**config.mk**
```make
export PLATFORM = sky130hd
export DESIGN_NAME = svat_ctrl
export DESIGN_NICKNAME = d
export VERILOG_FILES = /design/src/rtl/svat_pkg.sv /design/src/rtl/svat_ctrl.sv
export SDC_FILE = /design/constraint.sdc
export NUM_CORES = 1
export LEC_CHECK = 0
export BUFFER_PORTS_ARGS = -buffer_cell sky130_fd_sc_hd__buf_2
export CAP_MARGIN = 0
export CORE_AREA = 4 4 41 43
export CTS_CLUSTER_SIZE = 25
export DETAILED_ROUTE_END_ITERATION = 6
export DIE_AREA = 0 0 45 47
export PLACE_DENSITY = 0.58
export SYNTH_ARGS = -nofsm -noshare
export SYNTH_HDL_FRONTEND = slang
export SYNTH_SLANG_ARGS = --single-unit
```
**constraint.sdc**
```tcl
create_clock -name clk -period 4.06 [get_ports clk]
set_clock_uncertainty 0.05 [all_clocks]
set_input_delay 0.812 -clock clk [delete_from_list [all_inputs] [get_ports clk]]
set_output_delay 0.812 -clock clk [all_outputs]
set_load 0.01 [all_outputs]
```
**src/rtl/svat_pkg.sv**
```systemverilog
// Shared types and constants for the SAT variable assignment table.
// Holds table sizing, command codes, request/response payloads and the
// command/status structs between controller and datapath. No dependencies.
package svat_pkg;

    // Table sizing
    localparam int NUM_VARS    = 1024;
    localparam int LEVEL_BITS  = 16;
    localparam int REASON_BITS = 32;
    localparam int ADDR_W      = $clog2(NUM_VARS);

    // Fixed field widths of the request and response
    localparam int CMD_BITS    = 3;
    localparam int VAR_BITS    = 10;
    localparam int OFFSET_BITS = 32;
    localparam int LVL_IN_BITS = 16;
    localparam int TRAIL_BITS  = 16;

    typedef logic [ADDR_W-1:0] addr_t;

    // Command codes
    localparam logic [CMD_BITS-1:0] CMD_READ        = 3'd0;
    localparam logic [CMD_BITS-1:0] CMD_ASSIGN      = 3'd1;
    localparam logic [CMD_BITS-1:0] CMD_UNASSIGN    = 3'd2;
    localparam logic [CMD_BITS-1:0] CMD_BACKTRACK   = 3'd3;
    localparam logic [CMD_BITS-1:0] CMD_MARK        = 3'd4;
    localparam logic [CMD_BITS-1:0] CMD_CLEAR_MARKS = 3'd5;

    // Read address source
    localparam logic [1:0] RD_SRC_REQ   = 2'd0;
    localparam logic [1:0] RD_SRC_VAR   = 2'd1;
    localparam logic [1:0] RD_SRC_SWEEP = 2'd2;

    // Sweep rewrite modes
    localparam logic [1:0] SWP_ZERO        = 2'd0;
    localparam logic [1:0] SWP_BACKTRACK   = 2'd1;
    localparam logic [1:0] SWP_CLEAR_MARKS = 2'd2;

    typedef struct packed {
        logic [CMD_BITS-1:0]    command;
        logic [VAR_BITS-1:0]    var_id;
        logic                   negated;
        logic                   reason_valid;
        logic [OFFSET_BITS-1:0] reason_offset;
        logic [LVL_IN_BITS-1:0] level_value;
        logic [TRAIL_BITS-1:0]  trail_pos;
    } req_t;

    typedef struct packed {
        logic                   is_assigned;
        logic                   truth_value;
        logic                   reason_present;
        logic [OFFSET_BITS-1:0] reason_ref;
        logic [LVL_IN_BITS-1:0] level_out;
        logic [TRAIL_BITS-1:0]  trail_out;
        logic                   analyzed_out;
    } rsp_t;

    // One stored table entry
    typedef struct packed {
        logic                   assigned;
        logic                   truth;
        logic                   rvalid;
        logic [REASON_BITS-1:0] reason;
        logic [LEVEL_BITS-1:0]  level;
        logic [TRAIL_BITS-1:0]  trail;
        logic                   analyzed;
    } entry_t;

    localparam int ENTRY_BITS = $bits(entry_t);

    // Controller to datapath
    typedef struct packed {
        logic       cap_req;
        logic       rd_en;
        logic [1:0] rd_src;
        logic       sweep_step;
        logic [1:0] sweep_mode;
        logic       exec;
        logic       cap_pend;
        logic       ld_out;
        logic       out_from_pend;
    } ctl_t;

    // Datapath to controller
    typedef struct packed {
        logic sweep_last;
        logic out_free;
    } sts_t;

endpackage

```
**src/rtl/svat_ctrl.sv**
```systemverilog
// Controller of the SAT variable assignment table: sequences the clearing
// pass, single-entry read-modify-write and full-table sweeps. Uses svat_pkg.
module svat_ctrl (
    input  logic                         clk,
    input  logic                         rst_n,
    input  logic                         req_valid,
    input  logic [svat_pkg::CMD_BITS-1:0] req_cmd,
    output logic                         req_stall,
    input  svat_pkg::sts_t               status,
    output svat_pkg::ctl_t               ctl
);

    localparam logic [2:0] S_INIT_SWEEP = 3'd0;
    localparam logic [2:0] S_INIT_DRAIN = 3'd1;
    localparam logic [2:0] S_IDLE       = 3'd2;
    localparam logic [2:0] S_EXEC       = 3'd3;
    localparam logic [2:0] S_HOLD       = 3'd4;
    localparam logic [2:0] S_SWEEP      = 3'd5;
    localparam logic [2:0] S_DRAIN      = 3'd6;
    localparam logic [2:0] S_FINAL_RD   = 3'd7;

    logic [2:0] state_reg, state_next;
    logic [1:0] mode_reg, mode_next;
    logic       accept;

    assign req_stall = (state_reg != S_IDLE);
    assign accept    = req_valid && (state_reg == S_IDLE);

    // Next state and command decode
    always_comb
    begin
        state_next        = state_reg;
        mode_next         = mode_reg;
        ctl               = '0;
        ctl.rd_src        = svat_pkg::RD_SRC_REQ;
        ctl.sweep_mode    = mode_reg;
        unique case (state_reg)
            S_INIT_SWEEP:
            begin
                ctl.sweep_step = 1'b1;
                ctl.rd_src     = svat_pkg::RD_SRC_SWEEP;
                ctl.sweep_mode = svat_pkg::SWP_ZERO;
                if (status.sweep_last)
                begin
                    state_next = S_INIT_DRAIN;
                end
            end
            S_INIT_DRAIN:
            begin
                ctl.sweep_mode = svat_pkg::SWP_ZERO;
                state_next     = S_IDLE;
            end
            S_IDLE:
            begin
                ctl.rd_src  = svat_pkg::RD_SRC_REQ;
                ctl.rd_en   = accept;
                ctl.cap_req = accept;
                if (accept)
                begin
                    if (req_cmd == svat_pkg::CMD_BACKTRACK)
                    begin
                        mode_next  = svat_pkg::SWP_BACKTRACK;
                        state_next = S_SWEEP;
                    end
                    else if (req_cmd == svat_pkg::CMD_CLEAR_MARKS)
                    begin
                        mode_next  = svat_pkg::SWP_CLEAR_MARKS;
                        state_next = S_SWEEP;
                    end
                    else
                    begin
                        state_next = S_EXEC;
                    end
                end
            end
            S_SWEEP:
            begin
                ctl.sweep_step = 1'b1;
                ctl.rd_en      = 1'b1;
                ctl.rd_src     = svat_pkg::RD_SRC_SWEEP;
                if (status.sweep_last)
                begin
                    state_next = S_DRAIN;
                end
            end
            S_DRAIN:
            begin
                state_next = S_FINAL_RD;
            end
            S_FINAL_RD:
            begin
                ctl.rd_en  = 1'b1;
                ctl.rd_src = svat_pkg::RD_SRC_VAR;
                state_next = S_EXEC;
            end
            S_EXEC:
            begin
                ctl.exec = 1'b1;
                if (status.out_free)
                begin
                    ctl.ld_out = 1'b1;
                    state_next = S_IDLE;
                end
                else
                begin
                    ctl.cap_pend = 1'b1;
                    state_next   = S_HOLD;
                end
            end
            S_HOLD:
            begin
                if (status.out_free)
                begin
                    ctl.ld_out        = 1'b1;
                    ctl.out_from_pend = 1'b1;
                    state_next        = S_IDLE;
                end
            end
            default:
            begin
                state_next = S_IDLE;
            end
        endcase
    end

    // Hold state and sweep mode
    always_ff @(posedge clk or negedge rst_n)
    begin
        if (!rst_n)
        begin
            state_reg <= S_INIT_SWEEP;
            mode_reg  <= svat_pkg::SWP_ZERO;
        end
        else
        begin
            state_reg <= state_next;
            mode_reg  <= mode_next;
        end
    end

    // An accepted request goes either to execution or to a sweep
    a_accept_next: assert property (@(posedge clk) disable iff (!rst_n)
        accept |=> (state_reg == S_EXEC || state_reg == S_SWEEP))
        else $error("accepted request took an unexpected path");

    // A sweep ends with a drain state
    a_sweep_drain: assert property (@(posedge clk) disable iff (!rst_n)
        (state_reg == S_SWEEP && status.sweep_last) |=> (state_reg == S_DRAIN))
        else $error("sweep did not drain after last entry");

    // Execution always follows a table read
    a_exec_after_read: assert property (@(posedge clk) disable iff (!rst_n)
        (state_reg == S_EXEC) |-> $past(ctl.rd_en))
        else $error("execute without preceding read");

endmodule

```
==> results of run 1 <==
==> synthesized netlist by cell type <==
| master | count | area [um2] |
|---|---|---|
| xor2_1 | 1 | 8.76 |
| inv_2 | 1 | 3.75 |
| and3_1 | 1 | 6.26 |
| dfrtp_1 | 5 | 125 |
| or3_1 | 1 | 6.26 |
| nor3b_1 | 1 | 7.51 |
| o21a_1 | 2 | 15.0 |
| o21ai_0 | 1 | 5.00 |
| nand2b_1 | 3 | 18.8 |
| a21oi_1 | 5 | 25.0 |
| nand4bb_4 | 1 | 27.5 |
| o31ai_1 | 1 | 7.51 |
| a211o_1 | 1 | 8.76 |
| o22a_1 | 1 | 8.76 |
| nor2_1 | 7 | 26.3 |
| a21o_1 | 1 | 7.51 |
| a31oi_1 | 3 | 18.8 |
| or2_2 | 1 | 6.26 |
| nand2_1 | 3 | 11.3 |
| inv_1 | 3 | 11.3 |
| nor3_1 | 4 | 20.0 |
| buf_2 | 2 | 10.0 |
| o22ai_1 | 1 | 6.26 |
| a211oi_1 | 1 | 7.51 |
| buf_4 | 2 | 15.0 |
==> through the flow <==
step	instance area [um2]	std cells	power, mW
floorplan	414	53	0.255
global placement	503	83	0.309
detailed placement	503	83	0.307
CTS	529	87	0.367
global route	529	87	0.397
finish	529	87	0.361
==> report_power, final <==
group / total [mW] / internal (mW) / switching, mW
clock: 0.0576 / 0.0372 / 0.0204
sequential: 0.120 / 0.0663 / 0.0540
combinational: 0.183 / 0.0918 / 0.0909
==> cell type report <==
| type | instances | area [um2] | area share, % |
|---|---|---|---|
| Multi-Input combinational cell | 40 | 249 | 47.0 |
| Sequential cell | 5 | 125 | 23.6 |
| Tap cell | 15 | 18.8 | 3.55 |
| Timing Repair Buffer | 19 | 95.1 | 18.0 |
| Inverter | 4 | 15.0 | 2.84 |
| Clock buffer | 4 | 26.3 | 4.96 |
==> cell families (layout without fill, tap and decap cells) <==
family,count (synthesis),count (layout),share of synthesized area [%]
flip-flops,5,5,30.2
AO/OA/AOI/OAI,17,17,26.6
buffers and inverters,8,27,9.67
XOR/XNOR,1,1,2.12
AND/OR/NAND/NOR,22,22,31.4
==> critical path: stages <==
cell	delay, ps
buf_2	120
nand2b_1	80
nor3b_1	260
a21o_1	110
buf_2	120
==> layer usage <==
metal	track usage [%]	part of all wire (%)	routed length, um
met1	12.2	45	446
met2	16.1	44	440
met3	6.90	11	114
met4	0	0	0
met5	0	0	0
==> path summary, 6_finish.rpt <==
kind	endpoint	slack [ps]	depth (start not counted)
worst max-delay path	ctl[1]	1690	5
worst min-delay path	state_reg[1]	320	1
worst max register to register	mode_reg[0]	2660	4
worst min register to register	mode_reg[0]	460	1
max in group asynchronous	mode_reg[0]	3510	1
min in group clk	mode_reg[0]	460	1
==> flow_metrics.env, run 1 <==
export IMPL_finalSetupViolCount=0
export IMPL_finish_utilization_pct=40.7
export IMPL_maxSlewHeadroom_pct=70.5
export IMPL_postLayoutSetupSlackWorst_ps=1690
export IMPL_grtUsageTotal_pct=10.2
export IMPL_min_period_over_period_pct=58.4
export IMPL_postRouteWirelength_um=1000
export IMPL_clkLatencyLatePin_ps=240
export IMPL_post_drt_via_cell_ratio=4.91
export IMPL_final_common_cell="buf_2"
export IMPL_drt_iter0_drc=5
export IMPL_fp_dieH_um=47
export IMPL_clock_sinks=5
export IMPL_grt_max_degree=17
export IMPL_antenna_found_initial=0
export IMPL_cts_tree="built"
export IMPL_dieWidth_um=45
export IMPL_leakagePower_nw=0.285
export IMPL_rows=13
export IMPL_cts_hold_buf=0
export IMPL_num_antenna_cells=0
export IMPL_synth_seq_cells=5
export IMPL_post_cts_resized=0
export IMPL_nFillCells=142
export IMPL_wl_per_cell_um=11.5
export IMPL_status="completed"
export IMPL_numPortBuffers=19
export IMPL_cp_required_ps=3200
export IMPL_setup_tns_ps=0
export IMPL_cap_violations=0
export IMPL_io_pins=20
export IMPL_final_cell_mix="buf_2, nor2_1, a21oi_1, dfrtp_1, nor3_1"
export IMPL_htreeDepth=1
export IMPL_cp_startpoint="status[0]"
export IMPL_initial_utilization_pct=31.8
export IMPL_coreArea_um2=1300
export IMPL_largest_reg_flops=3
export IMPL_syn_area_um2=414
export IMPL_final_hold_viol_count=0
export IMPL_via_count=427
export IMPL_root_buffer="clkbuf_4"
export IMPL_critPathKind="in -> out"
export IMPL_min_path_type="in -> async"
export IMPL_ys_types=25
export IMPL_fmax_ghz=0.422
export IMPL_first_pass_iters=2
export IMPL_p_per_area_nw_per_um2=681
export IMPL_grt_ovfl_total=0
export IMPL_max_vdd_ir_drop_v=0.000278
export IMPL_rsz0062_at_grt="no"
export IMPL_fin_crit_ps=2370
export IMPL_cts_setup_buffers=0
export IMPL_worst_pin_slew_ps=442
export IMPL_clkTransAtPathRegs_ps=40
export IMPL_ys_seq_area_share_pct=30.2
export IMPL_clk_path_buf_depth=2
export IMPL_syn_area_per_cell_um2=7.81
export IMPL_final_nets=81
export IMPL_grt_pass1_vias=368
export IMPL_post_place_ws_ps=1690
export IMPL_synth_nets=61
export IMPL_cts_made_buffers=3
export IMPL_cp_end_kind="primary output"
export IMPL_path_max_fanout=6
export IMPL_area_growth_pct=27.8
export IMPL_crit_arrival_ps=1510
export IMPL_drc_errors=0
export IMPL_drive_gt1_share_pct=34.7
export IMPL_yosys_warnings=0
export IMPL_timing_rr_start="state_reg[2]"
export IMPL_grt_pass1_wl_um=1520
export IMPL_die_area_um2=2120
export IMPL_dp_hpwl_um=769
export IMPL_place_congestion=0.709
export IMPL_holdWs_ps=323
export IMPL_antenna_left=0
export IMPL_netlist_instances=53
export IMPL_cp_start_kind="primary input"
export IMPL_slew_viol_final=0
Note: power is estimated with default switching activity, not from simulation.
==> run 2, diff against run 1 <==
ABC_AREA = 1   (was not set)
clock period = 2.4 ns   (was 4.06 ns; I/O delays follow)
==> run 2 against run 1 <==
  * Die area unchanged
  * Non-clock buffer count rose by 1
  * Via count rose by 16%
  * Synthesized cell count grew 26%
  * Clock power increased by 72%
  * Final area is 4.7% higher
  * Critical endpoint is now ctl[10]
  * Largest cell class unchanged
==> flow_metrics.env, run 2 <==
export IMPL_status="completed"
export IMPL_holdWs_ps=469
export IMPL_grt_pass1_vias=420
export IMPL_fin_crit_ps=1810
export IMPL_via_count=494
export IMPL_coreArea_um2=1300
export IMPL_wl_met3_um=96
export IMPL_num_antenna_cells=0
export IMPL_cts_setup_buffers=0
export IMPL_place_congestion=0.745
export IMPL_die_area_um2=2120
export IMPL_rows=13
export IMPL_area_growth_pct=33.0
export IMPL_min_path_type="reg -> reg"
export IMPL_clkTransAtPathRegs_ps=40
export IMPL_drive_gt1_share_pct=36.0
export IMPL_clock_sinks=5
export IMPL_first_pass_iters=6
export IMPL_syn_area_per_cell_um2=6.22
export IMPL_seq_power_share_pct=26.4
export IMPL_r2r_cells=7
export IMPL_leakagePower_nw=0.346
export IMPL_min_period_over_period_pct=75.5
export IMPL_crit_arrival_ps=1280
export IMPL_final_nets=98
export IMPL_synth_nets=75
export IMPL_yosysTopAreaCell="dfrtp_1"
export IMPL_wl_per_cell_um=9.64
export IMPL_p_sw_mw=0.336
export IMPL_fmax_ghz=0.552
export IMPL_drc_errors=0
export IMPL_clockPowerShare_pct=14.6
export IMPL_largest_reg_flops=3
export IMPL_io_pins=20
export IMPL_setup_tns_ps=0
export IMPL_post_drt_via_cell_ratio=4.75
export IMPL_final_hold_viol_count=0
export IMPL_synth_top_area_share_pct=30.0
export IMPL_clk_path_buf_depth=2
export IMPL_synth_common_cells="nand2_1, inv_1, nand3_1, nor2_1, dfrtp_1"
export IMPL_grtUsageTotal_pct=10.3
export IMPL_dp_hpwl_um=827
export IMPL_reg2reg_setup_slack_ps=1170
export IMPL_wl_met1_um=424
export IMPL_initial_utilization_pct=32.0
export IMPL_cts_made_buffers=3
export IMPL_pwr_share_comb_pct=59.0
export IMPL_worst_pin_slew_ps=272
export IMPL_cp_required_ps=1870
export IMPL_antenna_left=0
export IMPL_rsz0062_at_grt="no"
export IMPL_path_max_fanout=7
export IMPL_max_vdd_ir_drop_v=0.000596
export IMPL_numPortBuffers=19
export IMPL_p_per_area_nw_per_um2=1220
export IMPL_syn_area_um2=417
export IMPL_postRouteWirelength_um=1000
export IMPL_synth_area_leaders="dfrtp_1, nand2_1, inv_1, nand3_1, nor2_1"
export IMPL_grt_max_degree=9
export IMPL_root_buffer="clkbuf_4"
export IMPL_met2_length_um=482
export IMPL_fp_dieH_um=47
export IMPL_dieWidth_um=45
export IMPL_cp_end_kind="primary output"
export IMPL_antenna_found_initial=0
export IMPL_grt_ovfl_total=0
export IMPL_synth_async_reset_ratio_pct=100
export IMPL_netlist_instances=67
export IMPL_routed_top_layer="met3"
export IMPL_synth_seq_cells=5
export IMPL_clkLatencyLatePin_ps=250
export IMPL_yosys_warnings=0
export IMPL_grt_pass1_wl_um=1570
export IMPL_swShare_pct=49.5
export IMPL_slew_viol_final=0
export IMPL_ys_seq_area_share_pct=30.0
export IMPL_cts_tree="built"
export IMPL_synth_most_common_cell="nand2_1"
export IMPL_ys_types=18
export IMPL_synth_edff_count=0
export IMPL_maxSlewHeadroom_pct=81.9
export IMPL_internal_power_mw=0.342
export IMPL_whs_path_depth=2
export IMPL_drt_iter0_drc=19
export IMPL_finalSetupViolCount=0
export IMPL_critPathKind="reg -> out"
export IMPL_cp_start_kind="flop"
export IMPL_htreeDepth=1
export IMPL_cap_violations=0
export IMPL_ys_flop_type="dfrtp_1"
export IMPL_final_cell_mix="nand2_1, buf_2, inv_1"
-- run 2: per-stage QoR --
step	cell area, um2	worst slack (ps)	utilization, %	std cells	power [mW]
6_report	554	587	42.6	104	0.678
5_1_grt	554	477	42.6	104	0.757
4_1_cts	554	580	42.6	104	0.686
3_5_place_dp	518	854	39.8	99	0.581
3_3_place_gp	518	852	39.8	99	0.582
2_1_floorplan	417	955	-	67	0.468
-- run 2: final timing paths --
check                             start            to
min in group asynchronous         rst_n  state_reg[2]
min                         mode_reg[1]   mode_reg[1]
max                        state_reg[2]       ctl[10]
max reg2reg                state_reg[2]   mode_reg[1]
min reg2reg                 mode_reg[1]   mode_reg[1]
max in group asynchronous         rst_n   mode_reg[1]
-- run 2: what timing repair did --
| item | 4_1_cts | 5_1_grt |
|---|---|---|
| hold endpoints to repair | 5 | 0 |
| gates resized for setup | 0 | 0 |
| endpoints found under the setup margin | 0 | 0 |
| hold buffers | 1 | 0 |
-- run 2: logic make-up after synthesis --
group | synth area share [%]
and+or+nand+nor | 46.2
DFF | 30.0
AOI/OAI and AO/OA | 9.91
buffers and inverters | 13.8
-- run 2: metal layers --
metal | global-route usage (%) | vias up
li1 | - | 252
met5 | 0 | -
met1 | 11.5 | 222
met4 | 1.75 | 0
met3 | 4.60 | 0
met2 | 18.4 | 20
-- run 2: final cells by class --
type / count / area (um2)
Fill cell: 155 / 747
Multi-Input combinational cell: 48 / 234
Sequential cell: 5 / 125
Timing Repair Buffer: 20 / 105
Inverter: 12 / 45.0
Clock buffer: 4 / 26.3
Tap cell: 15 / 18.8
-- run 2: worst max-delay path, stage by stage (launching register included) --
cell and delay (ps):
dfrtp_1 460, nor2_2 170, nand2_2 110, nor2_1 140, buf_2 150
-- run 2: power by group through the flow --
| stage | clock network (mW) | registers (mW) | logic, mW |
|---|---|---|---|
| floorplan | 0 | 0.154 | 0.314 |
| global placement | 0 | 0.178 | 0.403 |
| CTS | 0.101 | 0.180 | 0.406 |
| detailed placement | 0 | 0.180 | 0.401 |
| finish | 0.0988 | 0.179 | 0.400 |
| global route | 0.112 | 0.187 | 0.458 |
==> run 3, diff against run 2 <==
ABC_AREA = 0   (was 1)
PLACE_DENSITY = 0.6   (was 0.58)
clock period = 1.6 ns   (was 2.4 ns; I/O delays follow)
==> run 3 against run 2 <==
  * Register-to-register slack got worse by 900 ps
  * Global-route usage rose by 0.50 points
  * Count of clock-buffer cells in the layout stayed put
  * Power grew 71%
  * Worst setup slack got worse by 580 ps
  * Critical path type unchanged
  * Highest routed layer unchanged
==> flow_metrics.env, run 3 (synthesis gave the netlist of run 1 again) <==
export IMPL_status="completed"
export IMPL_place_congestion=0.722
export IMPL_post_drt_via_cell_ratio=4.76
export IMPL_holdWs_ps=253
export IMPL_grt_max_degree=9
export IMPL_cp_startpoint="state_reg[0]"
export IMPL_postRouteWirelength_um=1060
export IMPL_total_power_mw=1.16
export IMPL_wl_per_cell_um=10.9
export IMPL_met2_length_um=539
export IMPL_cts_made_buffers=3
export IMPL_cp_start_kind="flop"
export IMPL_root_buffer="clkbuf_4"
export IMPL_path_buf_inv=1
export IMPL_path_cells="nand2b_4 > nor3b_2 > a21o_1 > buf_2"
export IMPL_fp_dieH_um=47
export IMPL_dp_hpwl_um=794
export IMPL_p_per_area_nw_per_um2=1790
export IMPL_drive_gt1_share_pct=51.8
export IMPL_rsz0062_at_grt="yes"
export IMPL_final_common_cell="buf_2"
export IMPL_crit_path_top_delay_cell="dfrtp_2"
export IMPL_dp_cells=86
export IMPL_wl_met1_um=473
export IMPL_first_pass_iters=2
export IMPL_worst_pin_slew_ps=201
export IMPL_grtUsageTotal_pct=10.8
export IMPL_path_max_fanout=6
export IMPL_min_period_over_period_pct=99.7
export IMPL_timing_rr_start="state_reg[0]"
export IMPL_grt_pass1_wl_um=1610
export IMPL_dpl_cell_area_um2=529
export IMPL_final_cell_mix="buf_2, buf_4, nor2_1"
export IMPL_holdCritStartpoint="req_cmd[1]"
export IMPL_critPathMaxStageDelay_ps=440
export IMPL_drt_iter0_drc=8
export IMPL_finalSetupViolCount=0
export IMPL_dieWidth_um=45
export IMPL_final_area_um2=649
export IMPL_initial_utilization_pct=31.8
export IMPL_numPortBuffers=19
export IMPL_fin_crit_ps=1600
export IMPL_slew_viol_final=0
export IMPL_antenna_found_initial=0
export IMPL_finish_utilization_pct=49.9
export IMPL_antenna_left=0
export IMPL_wl_met3_um=51
export IMPL_num_antenna_cells=0
export IMPL_htreeDepth=1
export IMPL_coreArea_um2=1300
export IMPL_maxSlewHeadroom_pct=86.5
export IMPL_clkLatencyLatePin_ps=230
export IMPL_fmax_ghz=0.627
export IMPL_grt_pass1_vias=408
export IMPL_clock_sinks=5
export IMPL_routed_top_layer="met3"
export IMPL_rows=13
export IMPL_die_area_um2=2120
export IMPL_drc_errors=0
export IMPL_cp_top_family="flip-flops"
export IMPL_max_vdd_ir_drop_v=0.000755
export IMPL_largest_reg_flops=3
export IMPL_cts_tree="built"
export IMPL_cap_violations=0
export IMPL_leakagePower_nw=0.343
export IMPL_grt_ovfl_total=0
export IMPL_final_nets=92
export IMPL_area_growth_pct=56.8
export IMPL_clk_path_buf_depth=2
export IMPL_min_path_type="in -> reg"
export IMPL_crit_arrival_ps=1230
export IMPL_stdcell_count=98
export IMPL_cp_required_ps=1230
export IMPL_critPathKind="reg -> out"
export IMPL_clkTransAtPathRegs_ps=40
export IMPL_final_hold_viol_count=0
export IMPL_cp_end_kind="primary output"
export IMPL_via_count=466
export IMPL_io_pins=20
[run 3: metal layers]
metal	vias up	GRT usage [%]
met5	-	0
met4	0	7.02
met3	0	2.68
met2	8	18.1
met1	206	12.3
li1	252	-
[run 3: through the flow]
step | TNS, ps | setup WS [ps]
3_5_place_dp | 0 | 121
2_1_floorplan | 0 | 62.8
3_3_place_gp | 0 | 130
4_1_cts | -2.54 | -2.54
6_report | 0 | 4.63
5_1_grt | -206 | -51.7
[run 3: what timing repair did]
action                                 in CTS  in global routing
endpoints found under the hold margin       5                  0
pin swaps                                   1                  1
gates cloned                                0                  0
hold buffers                                1                  0
setup endpoints to repair                   7                  6
setup buffers                               5                  2
resized for setup                           9                  1
[run 3: final cells by class]
type,instances,area (um2)
fillers,131,652
multi-input cells,40,270
inverters,4,15.0
repair buffers,30,190
clock buffers,4,26.3
well taps,15,18.8
flip-flops and latches,5,129
[run 3: final timing paths]
| kind | to | slack (ps) | cells after the start |
|---|---|---|---|
| setup / recovery | ctl[1] | 5 | 4 |
| hold / removal | mode_reg[1] | 250 | 2 |
| setup reg to reg | mode_reg[1] | 270 | 5 |
| hold reg to reg | mode_reg[0] | 440 | 1 |
| max in group asynchronous | state_reg[2] | 990 | 2 |
| min in group asynchronous | mode_reg[1] | 370 | 2 |
[run 3: report_power, final]
group	switching, mW	internal (mW)	total, mW
combinational	0.358	0.414	0.772
clock	0.0464	0.0939	0.140
sequential	0.0704	0.178	0.248
total	0.475	0.686	1.16
